## src/rtl/core/bab_pkg.sv

```systemverilog
`timescale 1ns / 1ps
// ----------------------------------------------------------------------------
// bab_pkg
// shared types, constants and helpers of the alpha blit unit
// ----------------------------------------------------------------------------
package bab_pkg;

  localparam int DEST_PIXELS = 65536;
  localparam int ADDR_W      = $clog2(DEST_PIXELS);
  localparam int MAX_DIM     = 4096;
  localparam int DIM_W       = 13;
  localparam int CNT_W       = 12;
  localparam int COORD_W     = 16;
  localparam int CH_W        = 8;
  localparam int PIX_W       = 3 * CH_W;
  localparam int PADDR_W     = 5;
  localparam int PDATA_W     = 32;
  localparam int IDX_W       = 2 * DIM_W + 1;

  localparam logic [CH_W-1:0] ALPHA_OPAQUE = 8'hFF;
  localparam logic [CH_W-1:0] ALPHA_CLEAR  = 8'h00;

  typedef enum logic [2:0] {
    REG_BPP_MODE     = 3'd0,
    REG_IMAGE_WIDTH  = 3'd1,
    REG_IMAGE_HEIGHT = 3'd2,
    REG_ORIGIN_X     = 3'd3,
    REG_ORIGIN_Y     = 3'd4,
    REG_DEST_WIDTH   = 3'd5,
    REG_DEST_HEIGHT  = 3'd6
  } reg_idx_t;

  typedef struct packed {
    logic                      bpp_mode;
    logic [DIM_W-1:0]          image_width;
    logic [DIM_W-1:0]          image_height;
    logic signed [COORD_W-1:0] origin_x;
    logic signed [COORD_W-1:0] origin_y;
    logic [DIM_W-1:0]          dest_width;
    logic [DIM_W-1:0]          dest_height;
  } cfg_t;

  // placed pixel, ready for the read-modify-write
  typedef struct packed {
    logic              go;
    logic              opaque;
    logic [CH_W-1:0]   red;
    logic [CH_W-1:0]   green;
    logic [CH_W-1:0]   blue;
    logic [CH_W-1:0]   alpha;
    logic              last;
    logic [ADDR_W-1:0] idx;
  } item_t;

  typedef struct packed {
    logic              written;
    logic              blended;
    logic [ADDR_W-1:0] address;
    logic [PIX_W-1:0]  pixel;
    logic              last;
  } result_t;

  function automatic logic [DIM_W-1:0] clamp_dim(input logic [DIM_W-1:0] v);
    logic [DIM_W-1:0] r;
    if (v == '0) begin
      r = DIM_W'(1);
    end else if (v > DIM_W'(MAX_DIM)) begin
      r = DIM_W'(MAX_DIM);
    end else begin
      r = v;
    end
    return r;
  endfunction

  // (s*a + bg*(255-a)) / 255, truncated; divide by 255 via (x + 1 + x>>8) >> 8
  function automatic logic [CH_W-1:0] mix8(input logic [CH_W-1:0] s,
                                           input logic [CH_W-1:0] bg,
                                           input logic [CH_W-1:0] a);
    logic [2*CH_W:0] x;
    logic [2*CH_W:0] q;
    x = (2*CH_W+1)'(s) * (2*CH_W+1)'(a) +
        (2*CH_W+1)'(bg) * (2*CH_W+1)'(ALPHA_OPAQUE - a);
    q = (x + (2*CH_W+1)'(1) + (x >> CH_W)) >> CH_W;
    return q[CH_W-1:0];
  endfunction

endpackage

```

## src/rtl/core/bab_place.sv

```systemverilog
`timescale 1ns / 1ps
// ----------------------------------------------------------------------------
// bab_place
// position counters, key, clip window and destination index
// ----------------------------------------------------------------------------
module bab_place import bab_pkg::*; (
  input  logic            clk,
  input  logic            rst,
  input  cfg_t            cfg,
  input  logic            en,
  input  logic            take,
  input  logic [CH_W-1:0] blue,
  input  logic [CH_W-1:0] green,
  input  logic [CH_W-1:0] red,
  input  logic [CH_W-1:0] alpha,
  input  logic            restart,
  output logic            s2_valid,
  output item_t           s2
);

  logic [CNT_W-1:0] column_count, stored_row_count;
  logic [CNT_W-1:0] col, row;
  logic [DIM_W-1:0] w, h;
  logic [CH_W-1:0]  a_eff;
  logic [17:0]      dx, dy;
  logic             in_win, row_end, img_end;

  // stage 1 registers
  logic             s1_valid, s1_go, s1_opaque, s1_last;
  logic [DIM_W-1:0] s1_dx, s1_dy;
  logic [CH_W-1:0]  s1_red, s1_green, s1_blue, s1_alpha;

  logic [2*DIM_W-1:0] prod;
  logic [IDX_W-1:0]   idx_full;

  always_comb begin
    col   = restart ? '0 : column_count;
    row   = restart ? '0 : stored_row_count;
    w     = clamp_dim(cfg.image_width);
    h     = clamp_dim(cfg.image_height);
    if (!cfg.bpp_mode) begin
      a_eff = (red == ALPHA_OPAQUE && green == '0 && blue == ALPHA_OPAQUE) ?
              ALPHA_CLEAR : ALPHA_OPAQUE;
    end else begin
      a_eff = alpha;
    end
    dx = {{2{cfg.origin_x[COORD_W-1]}}, cfg.origin_x} + 18'(col);
    dy = {{2{cfg.origin_y[COORD_W-1]}}, cfg.origin_y} + 18'(h) - 18'd1 - 18'(row);
    in_win = !dx[17] && !dy[17] && dx < 18'(cfg.dest_width) && dy < 18'(cfg.dest_height);
    row_end = (DIM_W'(col) + DIM_W'(1)) >= w;
    img_end = row_end && ((DIM_W'(row) + DIM_W'(1)) >= h);
  end

  // position counters
  always_ff @(posedge clk) begin
    if (rst) begin
      column_count     <= '0;
      stored_row_count <= '0;
    end else if (take) begin
      if (img_end) begin
        column_count     <= '0;
        stored_row_count <= '0;
      end else if (row_end) begin
        column_count     <= '0;
        stored_row_count <= row + CNT_W'(1);
      end else begin
        column_count     <= col + CNT_W'(1);
        stored_row_count <= row;
      end
    end
  end

  // destination index, one multiply
  assign prod     = s1_dy * cfg.dest_width;
  assign idx_full = IDX_W'(prod) + IDX_W'(s1_dx);

  always_ff @(posedge clk) begin
    if (rst) begin
      s1_valid <= 1'b0;
      s2_valid <= 1'b0;
    end else if (en) begin
      s1_valid <= take;
      s2_valid <= s1_valid;
    end
  end

  always_ff @(posedge clk) begin
    if (en) begin
      s1_go     <= (a_eff != ALPHA_CLEAR) && in_win;
      s1_opaque <= a_eff == ALPHA_OPAQUE;
      s1_last   <= img_end;
      s1_dx     <= dx[DIM_W-1:0];
      s1_dy     <= dy[DIM_W-1:0];
      s1_red    <= red;
      s1_green  <= green;
      s1_blue   <= blue;
      s1_alpha  <= a_eff;

      s2.go     <= s1_go && (idx_full < IDX_W'(DEST_PIXELS));
      s2.opaque <= s1_opaque;
      s2.red    <= s1_red;
      s2.green  <= s1_green;
      s2.blue   <= s1_blue;
      s2.alpha  <= s1_alpha;
      s2.last   <= s1_last;
      s2.idx    <= idx_full[ADDR_W-1:0];
    end
  end

endmodule

```

## config.mk

```make
export PLATFORM = sky130hd
export DESIGN_NAME = bab_place
export DESIGN_NICKNAME = d
export VERILOG_FILES = /design/src/rtl/core/bab_pkg.sv /design/src/rtl/core/bab_place.sv
export SDC_FILE = /design/constraint.sdc
export NUM_CORES = 1
export LEC_CHECK = 0
export BUFFER_PORTS_ARGS = -buffer_cell sky130_fd_sc_hd__buf_2
export CORE_MARGIN = 2
export CORE_UTILIZATION = 50
export DETAILED_ROUTE_END_ITERATION = 16
export PLACE_DENSITY = 0.7
export SYNTH_ARGS = -nofsm -noshare
export SYNTH_HDL_FRONTEND = slang
export SYNTH_SLANG_ARGS = --single-unit
```

## constraint.sdc

```tcl
create_clock -name clk -period 8.13 [get_ports clk]
set_clock_uncertainty 0.1 [all_clocks]
set_input_delay 0 -clock clk [delete_from_list [all_inputs] [get_ports clk]]
set_output_delay 0 -clock clk [all_outputs]
set_load 0.01 [all_outputs]
```

==> out/summary.txt <==
SETUP PATH
-------------------------------------------------------------------------------------
Timing startpoint of the critical path                                       s1_dy[5]
Nature of the critical path startpoint                                       register
Critical path data required time                                              8.29 ns
Top fanout value on the critical path                                              13
Cells on worst reg2reg path                                                        21
Capturing element type of the critical path                                  register
Worst flop-to-flop path startpoint                                           s1_dy[5]
Flop2flop setup slack                                                         1.60 ns
Worst Path Class, Setup                                                  register to register
Arr. time, crit path                                                          6.69 ns
Crit Reg-Reg Endpoint                                                          s2[50]

FLOORPLAN
-------------------------------------------------------------------------------------
Area of the die                                                            30,200 µm²
Number of ports placed on the die boundary                                        174
Total core area                                                            28,500 µm²
DIE HEIGHT                                                                     174 µm
Site row count                                                                     62
Horizontal extent of the die                                                   174 µm
Starting Density                                                                0.506

CLOCKING
-------------------------------------------------------------------------------------
Clock root buffer master                                                 sky130_fd_sc_hd__clkbuf_16
Clock buffers created by TritonCTS                                                 17
Clock-pin slew of the registers on the worst-case setup and hold paths        0.06 ns
Count of clock tree sinks                                                         138
Number of hold-repair buffers added at the cts stage                               48
Number of post-CTS setup repair buffers                                             0
Largest buffer count on any clock path                                              2
Post-cts resize count                                                               0
Worst-Skew Late Latency                                                       0.43 ns
Clock tree from TritonCTS                                                       built
CTS H-tree depth                                                                    4

FINAL LAYOUT
-------------------------------------------------------------------------------------
Final standard cell area without fillers                                   16,700 µm²
Number of nets in the finished design                                           2,130
Area growth from synthesis to layout                                            15.8%
Multi-input combinational cell area                                          9420 µm²
Fill count                                                                      2,557
Fraction of layout cells with a size suffix above 1                             0.129
Share of the core filled with cells in the final layout                         0.585
Sequential cell area                                                         3880 µm²

LOGIC SYNTHESIS
-------------------------------------------------------------------------------------
Count of yosys warnings during synthesis                                            0
Fraction of post-synthesis cell area in the top cell type by area               0.233
Gate Count Post-Synth                                                           1,497
Async set-reset flop share out of synthesis                                         0
Area of the mapped netlist                                                 14,400 µm²
Number of synthesized register bits                                               138
Cell type with the largest total area after synthesis                    sky130_fd_sc_hd__edfxtp_1
Number of enable flip-flop cells after synthesis                                  112
Post-Synthesis Mean Instance Area                                            9.64 µm²
Dominant synthesized flop cell                                           sky130_fd_sc_hd__edfxtp_1
Sequential area share after synthesis                                           0.269
Unique masters post-synth                                                          69
Net count of the mapped netlist                                                 1,938
Dominant cells by area after synthesis                                   sky130_fd_sc_hd__edfxtp_1 23%, sky130_fd_sc_hd__fa_1 20%, sky130_fd_sc_hd__ha_1 15%

PLACEMENT
-------------------------------------------------------------------------------------
Quantity of I/O buffers inserted on ports                                         173
Hpwl dp                                                                     26,000 µm
Placed Instance Area                                                       15,600 µm²
Final RePlAce weighted congestion                                               0.914

ROUTING
-------------------------------------------------------------------------------------
Final WL                                                                    33,500 µm
Violation count after the first detailed-routing iteration                        780
1st-pass router iterations                                                          7
Residual antenna-violating net count after detailed routing                         0
Post-detailed-route wirelength per cell                                       16.1 µm
DRC violations left                                                                 0
Vias                                                                           11,100
Vias per Instance                                                                5.32

STA
-------------------------------------------------------------------------------------
Worst slew margin relative to its limit                                         0.284
Max Freq                                                                    0.153 GHz
RSZ-0062 raised after global routing                                               no
Slew at the pin with the worst max-slew slack                                 1.07 ns
Final Cycle Share                                                               0.804
Final count of pins violating max slew                                              0
Final setup viols                                                                   0
Post-route setup TNS                                                             0 ns
Hold Vio Cnt, Final                                                                 0
Time the final worst path needs with I/O delays and setup                     6.53 ns
Worst Hold Margin                                                          0.00858 ns

STATUS
-------------------------------------------------------------------------------------
Outcome                                                                  complete, no violations

FLOW RUN
-------------------------------------------------------------------------------------
Maximum capacitance violations                                                      0

GLOBAL ROUTE
-------------------------------------------------------------------------------------
Number of global-route vias before repair                                      11,300
Antenna violations before repair                                                    1
Global-route usage over all layers                                              0.227
First-pass GRT wire length                                                  55,400 µm
Largest net degree at the start of global routing                                  83
Overall overflow remaining after global route                                       0

HOLD PATH
-------------------------------------------------------------------------------------
Worst hold path cell count                                                          3
Path class of the lowest-slack min-delay path                            input port to register
Worst-case hold path end point                                               s1_dx[8]
Min-Delay Startpoint                                                          cfg[50]

## how the worst max path moves through the flow
stage | end | depth (start not counted)
after global routing | s2[50] | 22
after CTS | s2[50] | 21
after global placement | s2[50] | 19
final | s2[50] | 21
after detailed placement | s2[50] | 16
after floorplan | s2[50] | 21
## layout make-up
type | count | area share
Antenna cell | 1 | 0.000150
Sequential cell | 138 | 0.232
Inverter | 247 | 0.0555
Clock inverter | 15 | 0.0127
Timing Repair Buffer | 222 | 0.0812
Tap cell | 384 | 0.0288
Clock buffer | 17 | 0.0255
Multi-Input combinational cell | 1063 | 0.564
## stage by stage
stage | setup WS (ns) | cells
6_report | 1.60 | 2087
4_1_cts | 1.57 | 2086
3_3_place_gp | 1.74 | 2006
5_1_grt | 1.35 | 2087
3_5_place_dp | 1.63 | 2006
2_1_floorplan | 1.96 | 1497
## worst max-delay path, stage by stage, from the launching register on
cell	delay [ns]
sky130_fd_sc_hd__edfxtp_1	0.57
sky130_fd_sc_hd__and2_1	0.27
sky130_fd_sc_hd__fa_1	0.53
sky130_fd_sc_hd__inv_1	0.06
sky130_fd_sc_hd__fa_1	0.55
sky130_fd_sc_hd__inv_1	0.07
sky130_fd_sc_hd__fa_1	0.50
sky130_fd_sc_hd__inv_1	0.05
sky130_fd_sc_hd__fa_1	0.47
sky130_fd_sc_hd__inv_1	0.05
sky130_fd_sc_hd__fa_1	0.53
sky130_fd_sc_hd__inv_1	0.06
sky130_fd_sc_hd__fa_1	0.52
sky130_fd_sc_hd__inv_1	0.05
sky130_fd_sc_hd__ha_1	0.22
sky130_fd_sc_hd__a21oi_1	0.15
sky130_fd_sc_hd__o21ai_1	0.12
sky130_fd_sc_hd__a211oi_2	0.25
sky130_fd_sc_hd__a21oi_2	0.13
sky130_fd_sc_hd__or4_1	0.49
sky130_fd_sc_hd__a2111o_1	0.39
sky130_fd_sc_hd__nor4_2	0.24
## state kept, by name, indices dropped and copies added, names as in the netlist, 8 cells and up
name,count
column_count,12
s1_alpha,8
s2,51
s1_dy,13
s1_dx,13
s1_green,8
stored_row_count,12
s1_blue,8
s1_red,8
## layer usage
metal,up-vias,global-route usage,part of all wire
met5,-,0,0
met4,0,0.0676,0.022
met3,55,0.0365,0.050
met2,344,0.385,0.48
met1,5333,0.303,0.45
li1,5376,-,-
## Yosys cell counts, types with 3 or more instances
| master | number |
|---|---|
| sky130_fd_sc_hd__a211o_1 | 3 |
| sky130_fd_sc_hd__a211oi_1 | 9 |
| sky130_fd_sc_hd__a21o_1 | 20 |
| sky130_fd_sc_hd__a21oi_1 | 74 |
| sky130_fd_sc_hd__a311oi_1 | 5 |
| sky130_fd_sc_hd__a31oi_1 | 9 |
| sky130_fd_sc_hd__and2_1 | 78 |
| sky130_fd_sc_hd__and3_1 | 11 |
| sky130_fd_sc_hd__and4_1 | 5 |
| sky130_fd_sc_hd__clkbuf_1 | 43 |
| sky130_fd_sc_hd__dfxtp_1 | 26 |
| sky130_fd_sc_hd__edfxtp_1 | 112 |
| sky130_fd_sc_hd__fa_1 | 145 |
| sky130_fd_sc_hd__ha_1 | 174 |
| sky130_fd_sc_hd__inv_1 | 247 |
| sky130_fd_sc_hd__mux2i_1 | 6 |
| sky130_fd_sc_hd__nand2_1 | 145 |
| sky130_fd_sc_hd__nand2b_1 | 20 |
| sky130_fd_sc_hd__nand3_1 | 28 |
| sky130_fd_sc_hd__nand3b_1 | 6 |
| sky130_fd_sc_hd__nand4_1 | 15 |
| sky130_fd_sc_hd__nand4b_1 | 3 |
| sky130_fd_sc_hd__nor2_1 | 69 |
| sky130_fd_sc_hd__nor2b_1 | 32 |
| sky130_fd_sc_hd__nor3_1 | 10 |
| sky130_fd_sc_hd__nor3b_1 | 4 |
| sky130_fd_sc_hd__nor4_1 | 7 |
| sky130_fd_sc_hd__o211ai_1 | 6 |
| sky130_fd_sc_hd__o21a_1 | 15 |
| sky130_fd_sc_hd__o21ai_0 | 46 |
| sky130_fd_sc_hd__o21ai_1 | 4 |
| sky130_fd_sc_hd__o21bai_1 | 5 |
| sky130_fd_sc_hd__o22ai_1 | 4 |
| sky130_fd_sc_hd__o31ai_1 | 4 |
| sky130_fd_sc_hd__or3_1 | 3 |
| sky130_fd_sc_hd__or4_1 | 5 |
| sky130_fd_sc_hd__xnor2_1 | 37 |
| sky130_fd_sc_hd__xor2_1 | 19 |
## logic make-up after synthesis
group / share of synthesized area
compound gates: 0.102
flops: 0.269
mux: 0.00416
simple gates: 0.161
xor+xnor: 0.0340
fa+ha+maj: 0.352
buf+inv: 0.0782
## placed cells by master (no fill, tap or decap), drive strengths merged, types with 6 or more instances in the layout
cell | synthesis | routed
a211oi | 11 | 11
a21o | 20 | 20
a21oi | 75 | 75
a31oi | 9 | 9
and2 | 78 | 78
and3 | 11 | 11
buf | 6 | 174
clkbuf | 43 | 17
dfxtp | 26 | 26
dlygate4sd3 | 0 | 48
edfxtp | 112 | 112
fa | 145 | 145
ha | 174 | 174
inv | 247 | 253
mux2i | 6 | 6
nand2 | 145 | 145
nand2b | 20 | 20
nand3 | 28 | 28
nand3b | 6 | 6
nand4 | 15 | 15
nor2 | 69 | 69
nor2b | 33 | 33
nor3 | 10 | 10
nor4 | 9 | 9
o211ai | 7 | 7
o21a | 15 | 15
o21ai | 50 | 50
xnor2 | 37 | 37
xor2 | 19 | 19
Power is left out: the tool's default activity adds up to more than one toggle a clock period on the data nets, which glitch-free logic cannot reach.
