--- config.mk ---
export PLATFORM = sky130hd
export DESIGN_NAME = bab_out_buf
export DESIGN_NICKNAME = d
export VERILOG_FILES = /design/src/rtl/core/bab_pkg.sv /design/src/rtl/core/bab_out_buf.sv
export SDC_FILE = /design/constraint.sdc
export NUM_CORES = 1
export LEC_CHECK = 0
export BUFFER_PORTS_ARGS = -buffer_cell sky130_fd_sc_hd__buf_2
export CORE_AREA = 8 8 103 105
export DETAILED_ROUTE_END_ITERATION = 12
export DIE_AREA = 0 0 111 113
export GPL_TIMING_DRIVEN = 0
export PLACE_DENSITY = 0.68
export SKIP_LAST_GASP = 1
export SLEW_MARGIN = 20
export SYNTH_ARGS = -nofsm -noshare
export SYNTH_HDL_FRONTEND = slang
export SYNTH_SLANG_ARGS = --single-unit
--- constraint.sdc ---
create_clock -name clk -period 3.4 [get_ports clk]
set_input_delay 0.51 -clock clk [delete_from_list [all_inputs] [get_ports clk]]
set_output_delay 0.51 -clock clk [all_outputs]
set_load 0.01 [all_outputs]
--- src/rtl/core/bab_pkg.sv ---
`timescale 1ns / 1ps
// ----------------------------------------------------------------------------
// bab_pkg
// shared types, constants and helpers of the alpha blit unit
// ----------------------------------------------------------------------------
package bab_pkg;

  localparam int DEST_PIXELS = 65536;
  localparam int ADDR_W      = $clog2(DEST_PIXELS);
  localparam int MAX_DIM     = 4096;
  localparam int DIM_W       = 13;
  localparam int CNT_W       = 12;
  localparam int COORD_W     = 16;
  localparam int CH_W        = 8;
  localparam int PIX_W       = 3 * CH_W;
  localparam int PADDR_W     = 5;
  localparam int PDATA_W     = 32;
  localparam int IDX_W       = 2 * DIM_W + 1;

  localparam logic [CH_W-1:0] ALPHA_OPAQUE = 8'hFF;
  localparam logic [CH_W-1:0] ALPHA_CLEAR  = 8'h00;

  typedef enum logic [2:0] {
    REG_BPP_MODE     = 3'd0,
    REG_IMAGE_WIDTH  = 3'd1,
    REG_IMAGE_HEIGHT = 3'd2,
    REG_ORIGIN_X     = 3'd3,
    REG_ORIGIN_Y     = 3'd4,
    REG_DEST_WIDTH   = 3'd5,
    REG_DEST_HEIGHT  = 3'd6
  } reg_idx_t;

  typedef struct packed {
    logic                      bpp_mode;
    logic [DIM_W-1:0]          image_width;
    logic [DIM_W-1:0]          image_height;
    logic signed [COORD_W-1:0] origin_x;
    logic signed [COORD_W-1:0] origin_y;
    logic [DIM_W-1:0]          dest_width;
    logic [DIM_W-1:0]          dest_height;
  } cfg_t;

  // placed pixel, ready for the read-modify-write
  typedef struct packed {
    logic              go;
    logic              opaque;
    logic [CH_W-1:0]   red;
    logic [CH_W-1:0]   green;
    logic [CH_W-1:0]   blue;
    logic [CH_W-1:0]   alpha;
    logic              last;
    logic [ADDR_W-1:0] idx;
  } item_t;

  typedef struct packed {
    logic              written;
    logic              blended;
    logic [ADDR_W-1:0] address;
    logic [PIX_W-1:0]  pixel;
    logic              last;
  } result_t;

  function automatic logic [DIM_W-1:0] clamp_dim(input logic [DIM_W-1:0] v);
    logic [DIM_W-1:0] r;
    if (v == '0) begin
      r = DIM_W'(1);
    end else if (v > DIM_W'(MAX_DIM)) begin
      r = DIM_W'(MAX_DIM);
    end else begin
      r = v;
    end
    return r;
  endfunction

  // (s*a + bg*(255-a)) / 255, truncated; divide by 255 via (x + 1 + x>>8) >> 8
  function automatic logic [CH_W-1:0] mix8(input logic [CH_W-1:0] s,
                                           input logic [CH_W-1:0] bg,
                                           input logic [CH_W-1:0] a);
    logic [2*CH_W:0] x;
    logic [2*CH_W:0] q;
    x = (2*CH_W+1)'(s) * (2*CH_W+1)'(a) +
        (2*CH_W+1)'(bg) * (2*CH_W+1)'(ALPHA_OPAQUE - a);
    q = (x + (2*CH_W+1)'(1) + (x >> CH_W)) >> CH_W;
    return q[CH_W-1:0];
  endfunction

endpackage

--- src/rtl/core/bab_out_buf.sv ---
`timescale 1ns / 1ps
// ----------------------------------------------------------------------------
// bab_out_buf
// two-entry result buffer between pipeline and receiver
// ----------------------------------------------------------------------------
module bab_out_buf import bab_pkg::*; (
  input  logic    clk,
  input  logic    rst,
  input  logic    push,
  input  result_t push_data,
  input  logic    out_ready,
  output logic    room,
  output logic    out_valid,
  output result_t out_data
);

  result_t    buf_q [2];
  logic       wr_ptr, rd_ptr;
  logic [1:0] count;
  logic       pop;

  assign room      = count != 2'd2;
  assign out_valid = count != 2'd0;
  assign out_data  = buf_q[rd_ptr];
  assign pop       = out_valid && out_ready;

  always_ff @(posedge clk) begin
    if (push) begin
      buf_q[wr_ptr] <= push_data;
    end
  end

  always_ff @(posedge clk) begin
    if (rst) begin
      wr_ptr <= 1'b0;
      rd_ptr <= 1'b0;
      count  <= 2'd0;
    end else begin
      if (push) begin
        wr_ptr <= !wr_ptr;
      end
      if (pop) begin
        rd_ptr <= !rd_ptr;
      end
      count <= count + 2'(push) - 2'(pop);
    end
  end

endmodule
==> run summary, run 1 <==
Drt first pass iters = 4
VDD IR max = 0.323 mV
Cell row count = 35
Synthesized area per cell = 22.4 µm²
CTS Buf Count = 9
Largest net degree at the start of global routing = 27
Mapped cell area = 3510 µm²
Net switching power = 0.000695 W
Max Cap Viol = 0
Worst r2r dst = buf_q[1][11]$_DFFE_PP_
Worst Skew = 0.00686 ns
Fillers = 763
Initial Util = 0.391
Worst-path clk slew = 0.08 ns
Beginning of the worst hold path = push_data[12]
Part of the Yosys area used for sequential elements = 0.764
WP data arrival = 1.45 ns
Critical Path RT = 2.89 ns
Final period utilization = 0.577
First-pass GRT wire length = 9980 µm
Initial antenna violation count = 0
Area Growth Syn to Fin = 24.9%
Area occupied by multi-input gates = 776 µm²
Finished Layout Cells = 378
Final wirelength = 6300 µm
Post-CTS Setup Bufs = 0
Ratio of cells with drive above 1 in the final layout = 0.592
R2r setup slk = 1.90 ns
Share of the synthesized area in the top cell type = 0.735
Post-CTS Resized = 0
Pwr dens = 642 nW/µm²
Final core utilization = 0.489
Seq. cell area = 2680 µm²
Slew margin rel. = 0.641
Gate Count Post-Synth = 157
Synthesized Nets = 206
Int Pwr = 0.00212 W
DP HPWL = 4490 µm
Hold-fix buffers, CTS = 0
Switching share of power = 0.247
Worst-Skew Late Latency = 0.34 ns
H-tree depth = 3
Pins Over Slew Limit = 0
Die area = 12500 µm²
Minimum clock period = 1.96 ns
Worst Hold Class = input pin to flop
Drt initial violations = 59
Clock root cell = clkbuf_8
Synthesis-stage register bit count = 91
Hold Vio Cnt, Final = 0
Routability Congestion = 0.557
Reg-to-Reg Start = wr_ptr$_SDFFE_PP0P_
Post-route ant nets = 0
Seq pwr share = 0.477
Antenna diodes = 0
Ports = 92
Number of global-route vias before repair = 1922
Status = finished, final reports clean
Final Total Pwr = 0.00282 W
CTS tree = built
Max Fanout on Critical Path = 10
Gr ovfl total = 0
Critical path capture point type = primary output
Unrepaired setup endpoints after global routing = false
Worst Hold End = buf_q[1][12]$_DFFE_PP_
Total track usage = 0.102
Synth area leaders = edfxtp_1 (74%), mux2_4 (17%), dfxtp_1 (2.8%)
WS Path Type = flop to primary output
Clock share of power = 0.273
Drt via density = 4.63
Cell depth of the worst hold path = 1
Clock Sinks = 91
Actual slew at the worst max-slew pin = 0.538 ns
Wire length per cell = 16.7 µm
Die W = 111 µm
Most common cell after layout, fill and taps aside = buf_2
Comb power frac = 0.249
# nets final = 311
DRC viols = 0
Cells after DPL = 362
Count of cell types in the netlist = 16
Chip height = 113 µm
Yosys Warn Count = 0
Max Clock Freq = 0.510 GHz
Input/output buffers = 91
Final setup viols = 0
Static Leak = 1.74 nW
Cell taking the most area after synthesis = edfxtp_1
Most frequent cells in the layout = buf_2 (91), edfxtp_1 (86), mux2_4 (40)
Worst Reg-to-Reg Cells = 2
Startpoint Class = flop
Core area = 8980 µm²
Max Root-Sink Buffers = 2
Routed vias = 1749
[metal layers]
layer  vias to the layer above  share of wire  global-route usage
met5                         -              0                   0
met1                       854           0.40               0.109
met3                        11          0.072              0.0413
met2                        64           0.51               0.172
li1                        820              -                   -
met4                         0          0.017              0.0514
[through the flow]
stage	hold slack, ns	setup TNS (ns)	instance area, µm²	setup WS (ns)
after global routing	0.316	0	4390	1.35
after floorplan	0.496	0	3510	0.524
after detailed placement	0.585	0	4180	1.67
after global placement	0.514	-38.33	4110	-0.893
final	0.350	0	4390	1.44
after CTS	0.325	0	4390	1.39
[cells in the mapped netlist]
cell type / number
xnor3_1: 1
nor2b_1: 3
ha_1: 2
edfxtp_1: 86
o21a_1: 1
inv_1: 2
or2_2: 1
buf_6: 5
and2_1: 1
nor2_1: 3
nand2_1: 1
mux2_1: 2
mux2_4: 40
mux2_2: 3
dfxtp_1: 5
xnor2_1: 1
[area by class of cell]
cell class              instances  share of cell area
plain buffers                   5              0.0128
clock buffers                  12              0.0308
clock inverters                 4              0.0171
inverters                       2             0.00171
multi-input cells              59               0.177
flip-flops and latches         91               0.611
well taps                     111              0.0316
repair buffers                 94               0.118
[worst max-delay path by stage]
stage,startpoint,to,slack (ns),depth (start not counted)
after global placement,push,buf_q[0][38]$_DFFE_PP_,-0.89,2
after floorplan,push,buf_q[0][0]$_DFFE_PP_,0.52,1
final,flop,out_data[17],1.44,4
after CTS,flop,out_data[18],1.39,4
after detailed placement,push,buf_q[1][39]$_DFFE_PP_,1.67,3
after global routing,flop,out_data[14],1.35,4
[cell families (layout without fill, tap and decap cells)]
| logic type | count (synthesis) | count (layout) | synth area share |
|---|---|---|---|
| buf+inv | 7 | 117 | 0.0182 |
| mux | 45 | 45 | 0.187 |
| flops | 91 | 91 | 0.764 |
| compound gates | 1 | 1 | 0.00214 |
| simple gates | 9 | 9 | 0.0132 |
| xor+xnor | 2 | 2 | 0.00890 |
| fa+ha+maj | 2 | 2 | 0.00712 |
[sequential cells by signal (all words and copies together) (netlist names), named ones only]
signal and cells:
wr_ptr 1, buf_q 86, rd_ptr 1, count 2
[critical path, stage by stage, from the launching register on]
cell and delay [ns]:
dfxtp_1 0.33, buf_6 0.14, buf_6 0.19, mux2_4 0.32
buf_2 0.14
[power by group through the flow]
stage	clock network [W]	logic (W)	registers (W)
2_1_floorplan	0	0.000485	0.00137
3_3_place_gp	0	0.000693	0.00137
3_5_place_dp	0	0.000719	0.00137
4_1_cts	0.000802	0.000721	0.00135
5_1_grt	0.000853	0.000763	0.00135
6_report	0.000771	0.000702	0.00135
No activity file was read; power rests on OpenSTA's default activity.
==> run 2: changes to the inputs <==
Settings changed: PLACE_DENSITY 0.68 to 0.71.
Clock period 3.4 ns to 1.6 ns, I/O delays scaled along.
==> run summary, run 2 (synthesized netlist as in run 1, its figures left out) <==
Status = complete, but fails checks
Failing checks = setup timing
Largest register FFs = 86
Area Growth Syn to Fin = 37.1%
Chip height = 113 µm
Initial antenna violation count = 0
Gr ovfl total = 0
Reg with most FFs = buf_q
Final period utilization = 1.06
Drt via density = 4.61
Drt first pass iters = 3
Input/output buffers = 91
Max Root-Sink Buffers = 2
R2r setup slk = 0.13 ns
Die W = 111 µm
Ratio of cells with drive above 1 in the final layout = 0.609
Fillers = 731
DRC viols = 0
Pins Over Slew Limit = 0
Critical path capture point type = primary output
Routed vias = 1761
Pwr dens = 1380 nW/µm²
Ports = 92
H-tree depth = 3
Max Fanout on Critical Path = 7
Final setup viols = 41
Minimum clock period = 1.70 ns
Startpoint Class = flop
Worst Hold Class = input pin to flop
Max Cap Viol = 0
Routability Congestion = 0.617
Worst-path clk slew = 0.09 ns
Wire length per cell = 17.3 µm
Beginning of the worst hold path = push_data[8]
Drt initial violations = 48
Reg-to-Reg Start = wr_ptr$_SDFFE_PP0P_
Final wirelength = 6630 µm
DP HPWL = 4300 µm
Hold Vio Cnt, Final = 0
Finished Layout Cells = 382
Most frequent cells in the layout = edfxtp_1 (86), buf_2 (49), mux2_4 (42), buf_6 (42), clkbuf_8 (9)
Largest regs = buf_q x86, count x2
CTS Buf Count = 9
Worst Reg-to-Reg Cells = 1
Fin area = 4820 µm²
Most common cell after layout, fill and taps aside = edfxtp_1
GR met2 Demand/Resource = 0.170
Static Leak = 1.90 nW
Clock root cell = clkbuf_8
Seq. cell area = 2690 µm²
Cells after DPL = 360
Total track usage = 0.102
Worst r2r dst = buf_q[1][32]$_DFFE_PP_
Number of global-route vias before repair = 1927
Actual slew at the worst max-slew pin = 0.595 ns
# nets final = 316
Clock Sinks = 91
Core area = 8980 µm²
Cell row count = 35
Grt met3 use = 0.0481
Max Clock Freq = 0.589 GHz
PnR worst setup slack = -0.0983 ns
WS Path Type = flop to primary output
Critical Path RT = 1.36 ns
First-pass GRT wire length = 9900 µm
Largest net degree at the start of global routing = 44
Area occupied by multi-input gates = 793 µm²
WP data arrival = 1.46 ns
Unrepaired setup endpoints after global routing = true
Slew margin rel. = 0.602
Worst Skew = 0.00842 ns
Gr busiest metal = met2
CTS tree = built
Die area = 12500 µm²
Cell depth of the worst hold path = 1
Post-route ant nets = 0
Antenna diodes = 0
DP Area = 4140 µm²
VDD IR max = 0.806 mV
Hold-fix buffers, CTS = 0
Initial Util = 0.391
Worst-Skew Late Latency = 0.35 ns
GR Layer Usage met1 = 0.108
Worst Hold End = buf_q[0][8]$_DFFE_PP_
==> run 2: worst max path at each step <==
stage	slack (ns)	endpoint	cells past startpoint
finish	-0.1	out_data[36]	4
floorplan	0.19	buf_q[1][0]$_DFFE_PP_	1
detailed placement	-0.15	buf_q[1][31]$_DFFE_PP_	1
global route	-0.15	out_data[34]	4
CTS	-0.14	out_data[7]	4
global placement	-0.26	buf_q[0][25]$_DFFE_PP_	2
==> run 2: worst max-delay path, stage by stage (launching register included) <==
cell       delay, ns
dfxtp_4         0.38
buf_12          0.15
clkbuf_16       0.16
mux2_4          0.30
buf_6           0.12
==> run 2: metrics by stage <==
stage	TNS (ns)	util	total power [W]	setup slack (ns)	hold slack, ns
floorplan	0	-	0.00393	0.194	0.312
global placement	-16.42	0.459	0.00439	-0.260	0.428
detailed placement	-7.03	0.462	0.00443	-0.153	0.432
CTS	-5.31	0.485	0.00609	-0.143	0.0554
global route	-5.44	0.537	0.00693	-0.153	0.0442
finish	-3.12	0.537	0.00664	-0.0983	0.0702
==> run 2: routing by layer <==
layer	routed length, µm	vias up
met2	3280	56
li1	-	826
met1	2760	870
met4	89	0
met3	498	9
met5	0	-
==> run 2: layout make-up <==
cell class | count | share of cell area
buffer | 5 | 0.0208
tap | 111 | 0.0288
inverter | 2 | 0.00156
clock inverter | 6 | 0.0184
multi-input combinational | 60 | 0.165
timing repair buffer | 98 | 0.182
sequential | 91 | 0.558
clock buffer | 9 | 0.0257
==> run 2: repair_timing <==
action,4_1_cts,5_1_grt
gates resized for setup,1,64
cloned,0,6
buffers inserted,0,1
pin swaps,0,0
setup endpoints to repair,83,64
==> run 2: power by group <==
part | switching, W | total, W | internal [W]
Clock | 0.000798 | 0.00168 | 0.000878
Sequential | 0.0000732 | 0.00288 | 0.00280
Combinational | 0.000765 | 0.00209 | 0.00132
Total | 0.00164 | 0.00664 | 0.00500
==> run 3: changes to the inputs <==
Settings changed: ABC_AREA set to 1, CORE_AREA 8 8 103 105 to 8 8 104 106, DIE_AREA 0 0 111 113 to 0 0 112 114, PLACE_DENSITY 0.71 to 0.7.
==> run summary, run 3 <==
Worst Hold End = buf_q[0][23]$_DFFE_PP_
Number of synthesized flops with an enable pin = 86
Synthesized area per cell = 20.9 µm²
Critical Path RT = 1.36 ns
Async SR Flop Fraction = 0
Pins Over Slew Limit = 0
Largest regs = buf_q x86, count x2
Max Cap Viol = 0
Cell row count = 35
Wire length per cell = 17.0 µm
Static Leak = 1.80 nW
DP Area = 4180 µm²
Total track usage = 0.104
Actual slew at the worst max-slew pin = 0.720 ns
Beginning of the worst hold path = push_data[23]
Drt via density = 4.71
CTS Buf Count = 9
Critical path capture point type = primary output
# nets final = 325
Worst Reg-to-Reg Cells = 2
Fin area = 4520 µm²
Worst Hold Class = input pin to flop
Yosys Warn Count = 0
Most used DFF post-synth = edfxtp_1
Reg-to-Reg Start = wr_ptr$_SDFFE_PP0P_
H-tree depth = 3
Mapped cell area = 3550 µm²
Unrepaired setup endpoints after global routing = true
Clock root cell = clkbuf_8
Finished Layout Cells = 391
Final period utilization = 1.04
Area occupied by multi-input gates = 747 µm²
Clock Sinks = 91
Initial Util = 0.389
Share of the synthesized area in the top cell type = 0.728
Count of cell types in the netlist = 13
Core area = 9110 µm²
Ratio of cells with drive above 1 in the final layout = 0.575
Slew margin rel. = 0.519
Hold-fix buffers, CTS = 0
R2r setup slk = 0.10 ns
Worst-path clk slew = 0.09 ns
Cell taking the most area after synthesis = edfxtp_1
Antenna diodes = 0
Ports = 92
Max Fanout on Critical Path = 10
Worst-Skew Late Latency = 0.35 ns
Routability Congestion = 0.619
Gate Count Post-Synth = 170
Most common library cells after synthesis = edfxtp_1 (86), mux2_4 (40), inv_1 (9), nor2_1 (9), nand2_1 (7)
Initial antenna violation count = 0
Failing checks = setup timing
Pwr dens = 1380 nW/µm²
Max Clock Freq = 0.600 GHz
Final setup viols = 41
Routed vias = 1841
Final wirelength = 6660 µm
Largest register FFs = 86
Worst Skew = 0.00826 ns
VDD IR max = 0.869 mV
Synth area leaders = edfxtp_1 (73%), mux2_4 (17%), dfxtp_1 (2.8%)
Die area = 12800 µm²
Die W = 112 µm
Number of global-route vias before repair = 2051
Most common cell after layout, fill and taps aside = edfxtp_1
Drt initial violations = 75
WP data arrival = 1.43 ns
Drt first pass iters = 4
Synthesized Nets = 219
WS Path Type = flop to primary output
Post-route setup TNS = -2.12 ns
Cell depth of the worst hold path = 1
Gr ovfl total = 0
Synthesis-stage register bit count = 91
Chip height = 114 µm
PnR worst setup slack = -0.0680 ns
Area Growth Syn to Fin = 27.5%
Startpoint Class = flop
Worst r2r dst = buf_q[1][26]$_DFFE_PP_
CTS tree = built
Max Root-Sink Buffers = 2
Seq. cell area = 2690 µm²
Hold Vio Cnt, Final = 0
Minimum clock period = 1.67 ns
Largest net degree at the start of global routing = 24
Fillers = 787
Input/output buffers = 91
First-pass GRT wire length = 10200 µm
Cells after DPL = 373
Most frequent cells in the layout = edfxtp_1 (86), buf_2 (81), mux2_4 (40)
Most frequent cell after synthesis = edfxtp_1
Part of the Yosys area used for sequential elements = 0.756
Status = complete, but fails checks
DP HPWL = 4400 µm
Reg with most FFs = buf_q
Post-place setup slack = -0.336 ns
DRC viols = 0
Post-route ant nets = 0
-- run 3: repair_timing --
action	4_1_cts	5_1_grt
setup endpoints to repair	86	81
buffers inserted	1	0
gates cloned	1	1
endpoints found under the hold margin	0	0
resized for setup	2	15
-- run 3: cell type report --
class                   count  share of cell area
clock buffers              10              0.0282
inverters                   9             0.00830
well taps                 111              0.0307
multi-input cells          65               0.165
repair buffers             94               0.128
plain buffers               5              0.0221
repair inverters            1             0.00166
clock inverters             5              0.0227
flip-flops and latches     91               0.593
-- run 3: layer usage --
metal,vias up,global-route usage,share of wire
li1,852,-,-
met1,918,0.102,0.38
met2,61,0.186,0.53
met3,10,0.0438,0.076
met4,0,0.0540,0.015
met5,-,0,0
-- run 3: worst max path at each step --
stage	start	end	slack, ns	cells after the start
after CTS	flop	out_data[9]	-0.12	4
after detailed placement	push	buf_q[1][4]$_DFFE_PP_	-0.34	3
final	flop	out_data[13]	-0.07	4
after floorplan	wr_ptr$_SDFFE_PP0P_	buf_q[1][0]$_DFFE_PP_	0.17	2
after global placement	push	buf_q[1][10]$_DFFE_PP_	-0.29	3
after global routing	flop	out_data[9]	-0.13	4
-- run 3: critical path, cell delays in order, from the launching register on --
cell and delay [ns]:
dfxtp_2 0.35, buf_12 0.14, buf_12 0.15, mux2_4 0.30, buf_2 0.14
-- run 3: power breakdown --
part	internal (W)	switching [W]	total, W
clock	0.00103	0.000773	0.00180
combinational	0.000899	0.000709	0.00161
sequential	0.00278	0.0000584	0.00284
-- run 3: logic make-up (layout without fill, tap and decap cells) --
logic type / count (synthesis) / in the layout / share of synthesized area
flip-flops: 91 / 91 / 0.756
multiplexers: 43 / 43 / 0.179
AND/OR/NAND/NOR: 19 / 19 / 0.0212
buffers and inverters: 14 / 124 / 0.0353
adder cells (fa/ha/maj): 2 / 2 / 0.00705
AO/OA/AOI/OAI: 1 / 1 / 0.00141
-- run 3: metrics by stage --
step	hold slack, ns	power [W]	util
6_report	0.0740	0.00625	0.497
5_1_grt	0.0472	0.00652	0.497
4_1_cts	0.0517	0.00620	0.486
3_5_place_dp	0.431	0.00439	0.459
3_3_place_gp	0.427	0.00433	0.456
2_1_floorplan	0.311	0.00391	-
